[config.mk]
export PLATFORM = sky130hd
export DESIGN_NAME = enhanced_bus_adapter_command_parser
export DESIGN_NICKNAME = d
export VERILOG_FILES = /design/src/sv/ebac_pkg.sv /design/src/sv/ebac_held_ram.sv /design/src/sv/ebac_decode.sv /design/src/sv/enhanced_bus_adapter_command_parser.sv
export VERILOG_INCLUDE_DIRS = /design/src /design/src/sv
export SDC_FILE = /design/constraint.sdc
export NUM_CORES = 1
export LEC_CHECK = 0
export BUFFER_PORTS_ARGS = -buffer_cell sky130_fd_sc_hd__buf_2
export CAP_MARGIN = 0
export CORE_MARGIN = 2
export CORE_UTILIZATION = 58
export DETAILED_ROUTE_END_ITERATION = 8
export PLACE_DENSITY = 0.86
export SLEW_MARGIN = 5
export SYNTH_ARGS = -nofsm -noshare
export SYNTH_HDL_FRONTEND = slang
export SYNTH_SLANG_ARGS = --single-unit
[constraint.sdc]
create_clock -name clock -period 3.3 [get_ports clock]
set_clock_uncertainty 0.1 [all_clocks]
set_input_delay 0.165 -clock clock [delete_from_list [all_inputs] [get_ports clock]]
set_output_delay 0.165 -clock clock [all_outputs]
set_load 0.05 [all_outputs]
[src/sv/assert_macros.svh]
// assertion helpers shared by the rtl
`ifndef ASSERT_MACROS_SVH
`define ASSERT_MACROS_SVH
`ifndef SYNTHESIS
`define ASSERT_SAME(label, clk, rst, ante, cons) \
   label: assert property (@(posedge clk) disable iff (rst) (ante) |-> (cons)) \
      else $error("assertion failed: same-cycle implication");
`define ASSERT_NEXT(label, clk, rst, ante, cons) \
   label: assert property (@(posedge clk) disable iff (rst) (ante) |=> (cons)) \
      else $error("assertion failed: next-cycle implication");
`else
`define ASSERT_SAME(label, clk, rst, ante, cons)
`define ASSERT_NEXT(label, clk, rst, ante, cons)
`endif
`endif

[src/sv/ebac_pkg.sv]
// ----------------------------------------------------------------------------
// ebac_pkg
// Types, codes and encode helper for the enhanced bus adapter command parser.
// ----------------------------------------------------------------------------
package ebac_pkg;

   // item operations
   localparam logic [1:0] OP_BYTE     = 2'd0;
   localparam logic [1:0] OP_ARB_DONE = 2'd1;
   localparam logic [1:0] OP_PUSH     = 2'd2;

   // result actions
   localparam logic [1:0] ACT_NONE  = 2'd0;
   localparam logic [1:0] ACT_BUS   = 2'd1;
   localparam logic [1:0] ACT_REPLY = 2'd2;
   localparam logic [1:0] ACT_CLOSE = 2'd3;

   // protocol commands and replies
   localparam logic [3:0] OPC_INIT       = 4'd0;
   localparam logic [3:0] OPC_SEND       = 4'd1;
   localparam logic [3:0] OPC_START      = 4'd2;
   localparam logic [3:0] OPC_INFO       = 4'd3;
   localparam logic [3:0] RES_RESETTED   = 4'd0;
   localparam logic [3:0] RES_ERROR_HOST = 4'hC;
   localparam logic [7:0] FRAMING_ERR    = 8'd0;
   localparam logic [7:0] SYN_BYTE       = 8'hAA;

   localparam logic [1:0] SIG_FIRST  = 2'b11;
   localparam logic [1:0] SIG_SECOND = 2'b10;

   localparam logic CLOSE_FIRST  = 1'b0;
   localparam logic CLOSE_SECOND = 1'b1;

   typedef struct packed {
      logic [1:0] operation;
      logic [2:0] client_id;
      logic [7:0] rx_byte;
      logic [3:0] reply_code;
      logic [7:0] reply_data;
      logic       tx_room;
   } item_type;

   typedef struct packed {
      logic       valid;
      logic [2:0] client;
      logic [7:0] address;
   } owner_type;

   typedef struct packed {
      logic [1:0] action;
      logic [2:0] target_client;
      logic [7:0] bus_byte;
      logic [7:0] reply_first;
      logic [7:0] reply_second;
      logic       close_reason;
      owner_type  arb;
   } result_type;

   // per-client state updates requested by the decoder
   typedef struct packed {
      logic await_wr;
      logic await_val;
      logic held_wr;
   } update_type;

   function automatic logic [15:0] encode_reply(input logic [3:0] code,
                                                input logic [7:0] data);
      encode_reply = {SIG_FIRST, code, data[7:6], SIG_SECOND, data[5:0]};
   endfunction

endpackage

[src/sv/ebac_held_ram.sv]
// ----------------------------------------------------------------------------
// ebac_held_ram
// Per-client store of the pending first command byte, registered read with
// a bypass for a write landing on the same edge as the read.
// ----------------------------------------------------------------------------
module ebac_held_ram #(
   parameter int DEPTH = 8,
   parameter int IDX_W = 3
) (
   input  logic             clock,
   input  logic             rd_en,
   input  logic [IDX_W-1:0] rd_idx,
   input  logic             wr_en,
   input  logic [IDX_W-1:0] wr_idx,
   input  logic [7:0]       wr_data,
   output logic [7:0]       rd_data
);

   logic [7:0] mem [DEPTH];
   logic [7:0] rd_q_ff;
   logic       byp_ff;
   logic [7:0] byp_data_ff;

   always_ff @(posedge clock) begin
      if (wr_en) begin
         mem[wr_idx] <= wr_data;
      end
   end

   always_ff @(posedge clock) begin
      if (rd_en) begin
         rd_q_ff     <= mem[rd_idx];
         byp_ff      <= wr_en && (wr_idx == rd_idx);
         byp_data_ff <= wr_data;
      end
   end

   assign rd_data = byp_ff ? byp_data_ff : rd_q_ff;

endmodule

[src/sv/ebac_decode.sv]
// ----------------------------------------------------------------------------
// ebac_decode
// Byte classification, command decode, arbitration ownership and reply
// encoding for one item.
// ----------------------------------------------------------------------------
module ebac_decode
   import ebac_pkg::*;
(
   input  item_type   item,
   input  logic       in_range,
   input  logic       awaiting,
   input  logic [7:0] first_byte,
   input  owner_type  owner,
   output result_type res,
   output owner_type  owner_next,
   output update_type upd
);

   logic [3:0] code;
   logic [7:0] data;
   logic       act_bus;
   logic       act_reply;
   logic       act_close;
   logic       close_why;
   logic [7:0] bus_val;
   logic [3:0] rep_code;
   logic [7:0] rep_data;
   logic [15:0] rep_enc;

   assign code = first_byte[5:2];
   assign data = {first_byte[1:0], item.rx_byte[5:0]};

   always_comb begin
      act_bus    = 1'b0;
      act_reply  = 1'b0;
      act_close  = 1'b0;
      close_why  = CLOSE_FIRST;
      bus_val    = item.rx_byte;
      rep_code   = item.reply_code;
      rep_data   = item.reply_data;
      owner_next = owner;
      upd        = '0;
      if (item.operation == OP_ARB_DONE) begin
         owner_next = '0;
      end else if (in_range && item.operation == OP_BYTE) begin
         if (!awaiting) begin
            if (!item.rx_byte[7]) begin
               act_bus = 1'b1;
            end else if (!item.rx_byte[6]) begin
               act_close = 1'b1;
            end else begin
               upd.held_wr   = 1'b1;
               upd.await_wr  = 1'b1;
               upd.await_val = 1'b1;
            end
         end else begin
            upd.await_wr  = 1'b1;
            upd.await_val = 1'b0;
            if (item.rx_byte[7:6] != SIG_SECOND) begin
               act_close = 1'b1;
               close_why = CLOSE_SECOND;
            end else begin
               case (code)
                  OPC_INIT: begin
                     act_reply = 1'b1;
                     rep_code  = RES_RESETTED;
                     rep_data  = 8'd0;
                  end
                  OPC_SEND: begin
                     act_bus = 1'b1;
                     bus_val = data;
                  end
                  OPC_START: begin
                     if (data == SYN_BYTE) begin
                        owner_next = '0;
                     end else if (owner.valid && owner.client != item.client_id) begin
                        act_reply = 1'b1;
                        rep_code  = RES_ERROR_HOST;
                        rep_data  = FRAMING_ERR;
                     end else begin
                        owner_next.valid   = 1'b1;
                        owner_next.client  = item.client_id;
                        owner_next.address = data;
                     end
                  end
                  default: begin
                     // info and unknown commands: no effect
                  end
               endcase
            end
         end
      end else if (in_range && item.operation == OP_PUSH) begin
         act_reply = item.tx_room;
      end
   end

   assign rep_enc = encode_reply(rep_code, rep_data);

   always_comb begin
      res              = '0;
      res.arb          = owner_next;
      if (act_bus) begin
         res.action   = ACT_BUS;
         res.bus_byte = bus_val;
      end else if (act_reply) begin
         res.action       = ACT_REPLY;
         res.reply_first  = rep_enc[15:8];
         res.reply_second = rep_enc[7:0];
      end else if (act_close) begin
         res.action       = ACT_CLOSE;
         res.close_reason = close_why;
      end
      if (act_bus || act_reply || act_close) begin
         res.target_client = item.client_id;
      end
   end

endmodule

[src/sv/enhanced_bus_adapter_command_parser.sv]
// ----------------------------------------------------------------------------
// enhanced_bus_adapter_command_parser
// Parses client byte streams of the enhanced bus adapter protocol.
// ----------------------------------------------------------------------------
// usage:
//   req_* carries one item per beat: a client byte, an arbitration-done
//   notice or a reply to push. rsp_* returns exactly one result beat per
//   item: the action (bus byte, two-byte reply, close) plus the current
//   arbitration owner after the item.
//   an accepted item is registered in the decode stage, and its result in
//   the result register that drives rsp_*.
//   throughput: one item per cycle while the result is not stalled. The
//   pending first byte of each client sits in a synchronous ram; a write
//   and a read of the same client on one edge use a bypass register.
//   reset clears the per-client pending flags, the owner and both pipeline
//   valids; no clearing pass is needed.
//   a valid result holds while rsp_stall is high; one more item is held
//   in the decode stage, after which req_stall rises until the result moves.
// ----------------------------------------------------------------------------
module enhanced_bus_adapter_command_parser
   import ebac_pkg::*;
#(
   parameter int CLIENTS = 8
) (
   input  logic       clock,
   input  logic       reset,
   input  logic       req_valid,
   output logic       req_stall,
   input  logic [1:0] req_operation,
   input  logic [2:0] req_client_id,
   input  logic [7:0] req_rx_byte,
   input  logic [3:0] req_reply_code,
   input  logic [7:0] req_reply_data,
   input  logic       req_tx_room,
   output logic       rsp_valid,
   input  logic       rsp_stall,
   output logic [1:0] rsp_action,
   output logic [2:0] rsp_target_client,
   output logic [7:0] rsp_bus_byte,
   output logic [7:0] rsp_reply_first,
   output logic [7:0] rsp_reply_second,
   output logic       rsp_close_reason,
   output logic       rsp_arb_requested,
   output logic [2:0] rsp_arb_client,
   output logic [7:0] rsp_arb_address
);

`include "assert_macros.svh"

   localparam int IDX_W = (CLIENTS > 1) ? $clog2(CLIENTS) : 1;

   logic               req_accept;
   logic               s1_go;
   logic               s1_fire;
   logic               s1_valid_ff;
   logic               s1_valid_in;
   item_type           s1_ff;
   logic [IDX_W-1:0]   s1_idx;
   logic               in_range;
   logic               awaiting;
   logic [7:0]         first_byte;
   logic [CLIENTS-1:0] await_ff;
   logic [CLIENTS-1:0] await_in;
   owner_type          owner_ff;
   owner_type          owner_next;
   result_type         res;
   update_type         upd;
   logic               rsp_valid_ff;
   logic               rsp_valid_in;
   result_type         rsp_ff;

   assign s1_go      = !rsp_valid_ff || !rsp_stall;
   assign s1_fire    = s1_valid_ff && s1_go;
   assign req_stall  = s1_valid_ff && !s1_go;
   assign req_accept = req_valid && !req_stall;

   assign s1_idx   = IDX_W'(s1_ff.client_id);
   assign in_range = ({29'd0, s1_ff.client_id} < 32'(CLIENTS));
   assign awaiting = in_range && await_ff[s1_idx];

   ebac_held_ram #(
      .DEPTH (CLIENTS),
      .IDX_W (IDX_W)
   ) u_held_ram (
      .clock   (clock),
      .rd_en   (req_accept),
      .rd_idx  (IDX_W'(req_client_id)),
      .wr_en   (s1_fire && upd.held_wr),
      .wr_idx  (s1_idx),
      .wr_data (s1_ff.rx_byte),
      .rd_data (first_byte)
   );

   ebac_decode u_decode (
      .item       (s1_ff),
      .in_range   (in_range),
      .awaiting   (awaiting),
      .first_byte (first_byte),
      .owner      (owner_ff),
      .res        (res),
      .owner_next (owner_next),
      .upd        (upd)
   );

   always_comb begin
      s1_valid_in = s1_valid_ff;
      if (!req_stall) begin
         s1_valid_in = req_valid;
      end
      rsp_valid_in = rsp_valid_ff;
      if (s1_go) begin
         rsp_valid_in = s1_valid_ff;
      end
      await_in = await_ff;
      if (s1_fire && upd.await_wr) begin
         await_in[s1_idx] = upd.await_val;
      end
   end

   always_ff @(posedge clock) begin
      if (reset) begin
         s1_valid_ff  <= 1'b0;
         rsp_valid_ff <= 1'b0;
         await_ff     <= '0;
         owner_ff     <= '0;
      end else begin
         s1_valid_ff  <= s1_valid_in;
         rsp_valid_ff <= rsp_valid_in;
         await_ff     <= await_in;
         if (s1_fire) begin
            owner_ff <= owner_next;
         end
      end
   end

   always_ff @(posedge clock) begin
      if (req_accept) begin
         s1_ff.operation  <= req_operation;
         s1_ff.client_id  <= req_client_id;
         s1_ff.rx_byte    <= req_rx_byte;
         s1_ff.reply_code <= req_reply_code;
         s1_ff.reply_data <= req_reply_data;
         s1_ff.tx_room    <= req_tx_room;
      end
      if (s1_fire) begin
         rsp_ff <= res;
      end
   end

   assign rsp_valid         = rsp_valid_ff;
   assign rsp_action        = rsp_ff.action;
   assign rsp_target_client = rsp_ff.target_client;
   assign rsp_bus_byte      = rsp_ff.bus_byte;
   assign rsp_reply_first   = rsp_ff.reply_first;
   assign rsp_reply_second  = rsp_ff.reply_second;
   assign rsp_close_reason  = rsp_ff.close_reason;
   assign rsp_arb_requested = rsp_ff.arb.valid;
   assign rsp_arb_client    = rsp_ff.arb.client;
   assign rsp_arb_address   = rsp_ff.arb.address;

   `ASSERT_SAME(a_stall_only_when_full, clock, reset, req_stall, s1_valid_ff)
   `ASSERT_NEXT(a_accept_fills_stage, clock, reset, req_accept, s1_valid_ff)
   `ASSERT_NEXT(a_fire_fills_output, clock, reset, s1_fire, rsp_valid_ff)
   `ASSERT_SAME(a_no_owner_is_zero, clock, reset, rsp_valid && !rsp_arb_requested, rsp_arb_client == 3'd0 && rsp_arb_address == 8'd0)
   `ASSERT_SAME(a_idle_result_clean, clock, reset, rsp_valid && rsp_action == ACT_NONE, rsp_target_client == 3'd0 && rsp_reply_first == 8'd0 && rsp_bus_byte == 8'd0)

endmodule

==> flow_summary.ini <==
[finish]
area_growth_pct = 23.63
fin_area_mm2 = 0.007515
final_nets = 566
multi_input_area_mm2 = 0.001694
drive_gt1_share_pct = 27.50
n_antenna_cell = 0
fillers = 606
regArea_mm2 = 0.004224

[yosys]
synth_area_leaders = edfxtp_1 (62%), dfxtp_1 (7.2%), mux4_2 (4.4%)
yosys_warnings = 0
yosys.area.top_type = edfxtp_1
synth.distinct_cells = 61
synth_edf_count = 126
ys_seq_elements = 148
netlist_instances = 421
ys_seq_area_share_pct = 69.49
ys.flop_type = edfxtp_1
avgSynthCellArea_um2 = 14.44
yosysMostFrequentCell = edfxtp_1
syn_nets = 451
synthTopCellsByCount = edfxtp_1 (126), nor2_1 (31), dfxtp_1 (22)
netlist.area_leader.share_pct = 62.25
async_flop_share_pct = 0
synth.cell_area_mm2 = 0.006078

[clock_network]
numCtsBuffers = 17
cts.sinks = 148
post_cts_resized = 0
clk_pin_slew_ns = 0.06
cts_tree = built
ctsHoldBuffers = 30
ctsRootBufferMaster = clkbuf_8
cts_max_level = 4
clkLatencyLatePin_ns = 0.53
cts_setup_buffers = 0
cts_buffer_depth = 2

[hold_path]
holdPathStages = 1
hold_path.class = input port to register

[detailed_routing]
drc = 0
wire_per_inst_um = 20.97
via_count = 4151
drtIter0Drc = 539
vias_per_cell = 6.060
ant_nets = 0
wl_um = 14360
first_pass_iters = 6

[timing]
setup_tns_ns = 0
max_freq_mhz = 324.5
final_hold_viol_count = 0
tightest_slew_ns = 0.8219
slew_violations = 0
slew_headroom_pct = 45.10
fin_crit_ns = 3.082
rsz0062_at_grt = no
finalCritPeriodShare_pct = 93.39
setup_violations = 0

[setup_path]
critPathArrivalTime_ns = 3.15
rr_startpoint = s1_idx[1]
cp-startpoint = s1_idx[1]
endpoint = u_held_ram.mem[3][0]
crit_path_max_fanout = 11
r2r_cells = 6
cp.required_ns = 3.36
critPathKind = register to register
worst_setup_path_start_kind = register
reg2reg_to = u_held_ram.mem[3][0]
ff2ff_setup_slack_ns = 0.22
cp-end-kind = register

[floorplanning]
die_w_um = 106.4
die_area_mm2 = 0.01131
dieHeight_um = 106.4
start_util_pct = 59.41
ioPinCount = 74
core-area_mm2 = 0.01023
row_count = 37

[pwr]
leakagePower_uw = 0.002783
ir_drop_v = 0.0003561
power_density_mw_per_mm2 = 569.1

[global_routing]
grt_pass1_wl_um = 22450
grt_max_degree = 46
grtUsageTotal_pct = 26.72
antenna_found_initial = 0
gr-total-overflow = 0
grt_pass1_vias = 4254

[run_status]
status = completed

[place]
dp_hpwl_um = 9298
io_buffers = 72
placed_area_mm2 = 0.006653
gp_congestion = 0.9630

[flow_run]
maxCapViolCount = 0
==> flip-flops by register name (all words and copies together) (netlist names) <==
register	count
rsp_bus_byte	8
rsp_arb_client	3
rsp_action	2
s1_valid_ff	1
rsp_arb_address	8
rsp_valid	1
s1_idx	3
u_held_ram.byp_ff	1
u_held_ram.rd_q_ff	6
rsp_target_client	3
rsp_reply_first	7
rsp_reply_second	6
s1_ff	23
owner_ff	12
u_held_ram.mem	48
await_ff	8
rsp_arb_requested	1
u_held_ram.byp_data_ff	6
rsp_close_reason	1
==> final cells by class <==
cell class	count	share of cell area, %
clock buffers	18	5.561
clock inverters	14	1.915
inverters	11	0.5495
multi-input cells	236	22.54
flip-flops and latches	148	56.21
well taps	136	2.264
repair buffers	122	10.96
==> layout by cell type, fill, tap and decap left out, types with 2 or more instances in the layout <==
cell type      instances
nor3_1                19
mux2_2                 6
nand2_1               21
mux4_2                12
a22o_1                 6
a32o_1                 3
a21o_1                 5
a211oi_1               3
buf_2                 72
o21ai_0               13
inv_8                  3
o21ba_2                2
and3_1                 9
nor3b_1                2
xnor2_1                4
clkinvlp_4             2
buf_4                 19
clkbuf_16             16
and2_1                10
a31oi_1                7
nor2b_1                5
inv_1                 10
a41oi_1                5
nor4_1                 2
dlygate4sd3_1         30
o31ai_1                2
or4_1                  2
nand3_1               12
or3_1                  3
nor2b_4                2
a21oi_1               15
inv_6                  6
edfxtp_1             126
xor2_1                 3
clkinv_1               2
dfxtp_1               22
nor2_1                31
mux2i_1                7
==> critical path: stages, from the launching register on <==
cell	delay, ns
edfxtp_1	0.65
buf_4	0.26
mux2i_1	0.20
nor3_1	0.09
a2111o_1	0.34
or3_1	0.60
nor2_1	0.49
==> worst min-delay path by stage <==
stage,slack (ns),endpoint,startpoint
CTS,0.01,s1_idx[0],req_client_id[0]
global placement,0.24,s1_ff[0],req_tx_room
global route,0.04,s1_idx[0],req_client_id[0]
finish,0.02,s1_idx[0],req_client_id[0]
floorplan,0.16,s1_ff[0],req_tx_room
detailed placement,0.24,s1_ff[25],req_operation[1]
==> report_power, final <==
part | total (µW) | switching [µW] | internal [µW] | leakage [µW]
clock | 1840 | 807 | 1030 | 0.000271
combinational | 324 | 218 | 106 | 0.00115
sequential | 2120 | 31.0 | 2090 | 0.00136
total | 4280 | 1060 | 3220 | 0.00278
==> cells by family after synthesis <==
family | count (synthesis) | share of synthesized area, %
buffers and inverters | 37 | 2.758
AO/OA/AOI/OAI | 72 | 8.439
XOR/XNOR | 7 | 1.009
multiplexers | 25 | 6.711
AND/OR/NAND/NOR | 131 | 11.53
other | 1 | 0.06169
flip-flops | 148 | 69.49
==> per-layer routing <==
metal  vias to the layer above  wire length, µm  global-route usage (%)  share of wire, %
met2                       293             7129                   43.59                50
met4                         0              366                   12.59               2.5
li1                       1855                -                       -                 -
met3                        34             1270                   5.028               8.8
met1                      1969             5596                   34.92                39
met5                         -                0                       0                 0
==> per-stage QoR <==
| stage | utilization [%] | total power (µW) | hold WS (ns) | worst slack, ns | instances |
|---|---|---|---|---|---|
| 6_report | 73.45 | 4276 | 0.01690 | 0.2182 | 685 |
| 5_1_grt | 73.45 | 4380 | 0.04486 | 0.07016 | 685 |
| 4_1_cts | 73.45 | 4273 | 0.01313 | 0.2364 | 685 |
| 3_5_place_dp | 65.02 | 2448 | 0.2433 | 0.2574 | 623 |
| 3_3_place_gp | 65.02 | 2438 | 0.2430 | 0.4211 | 623 |
| 2_1_floorplan | - | 2353 | 0.1639 | 0.01230 | 421 |
No activity file was read; power rests on OpenSTA's default activity.
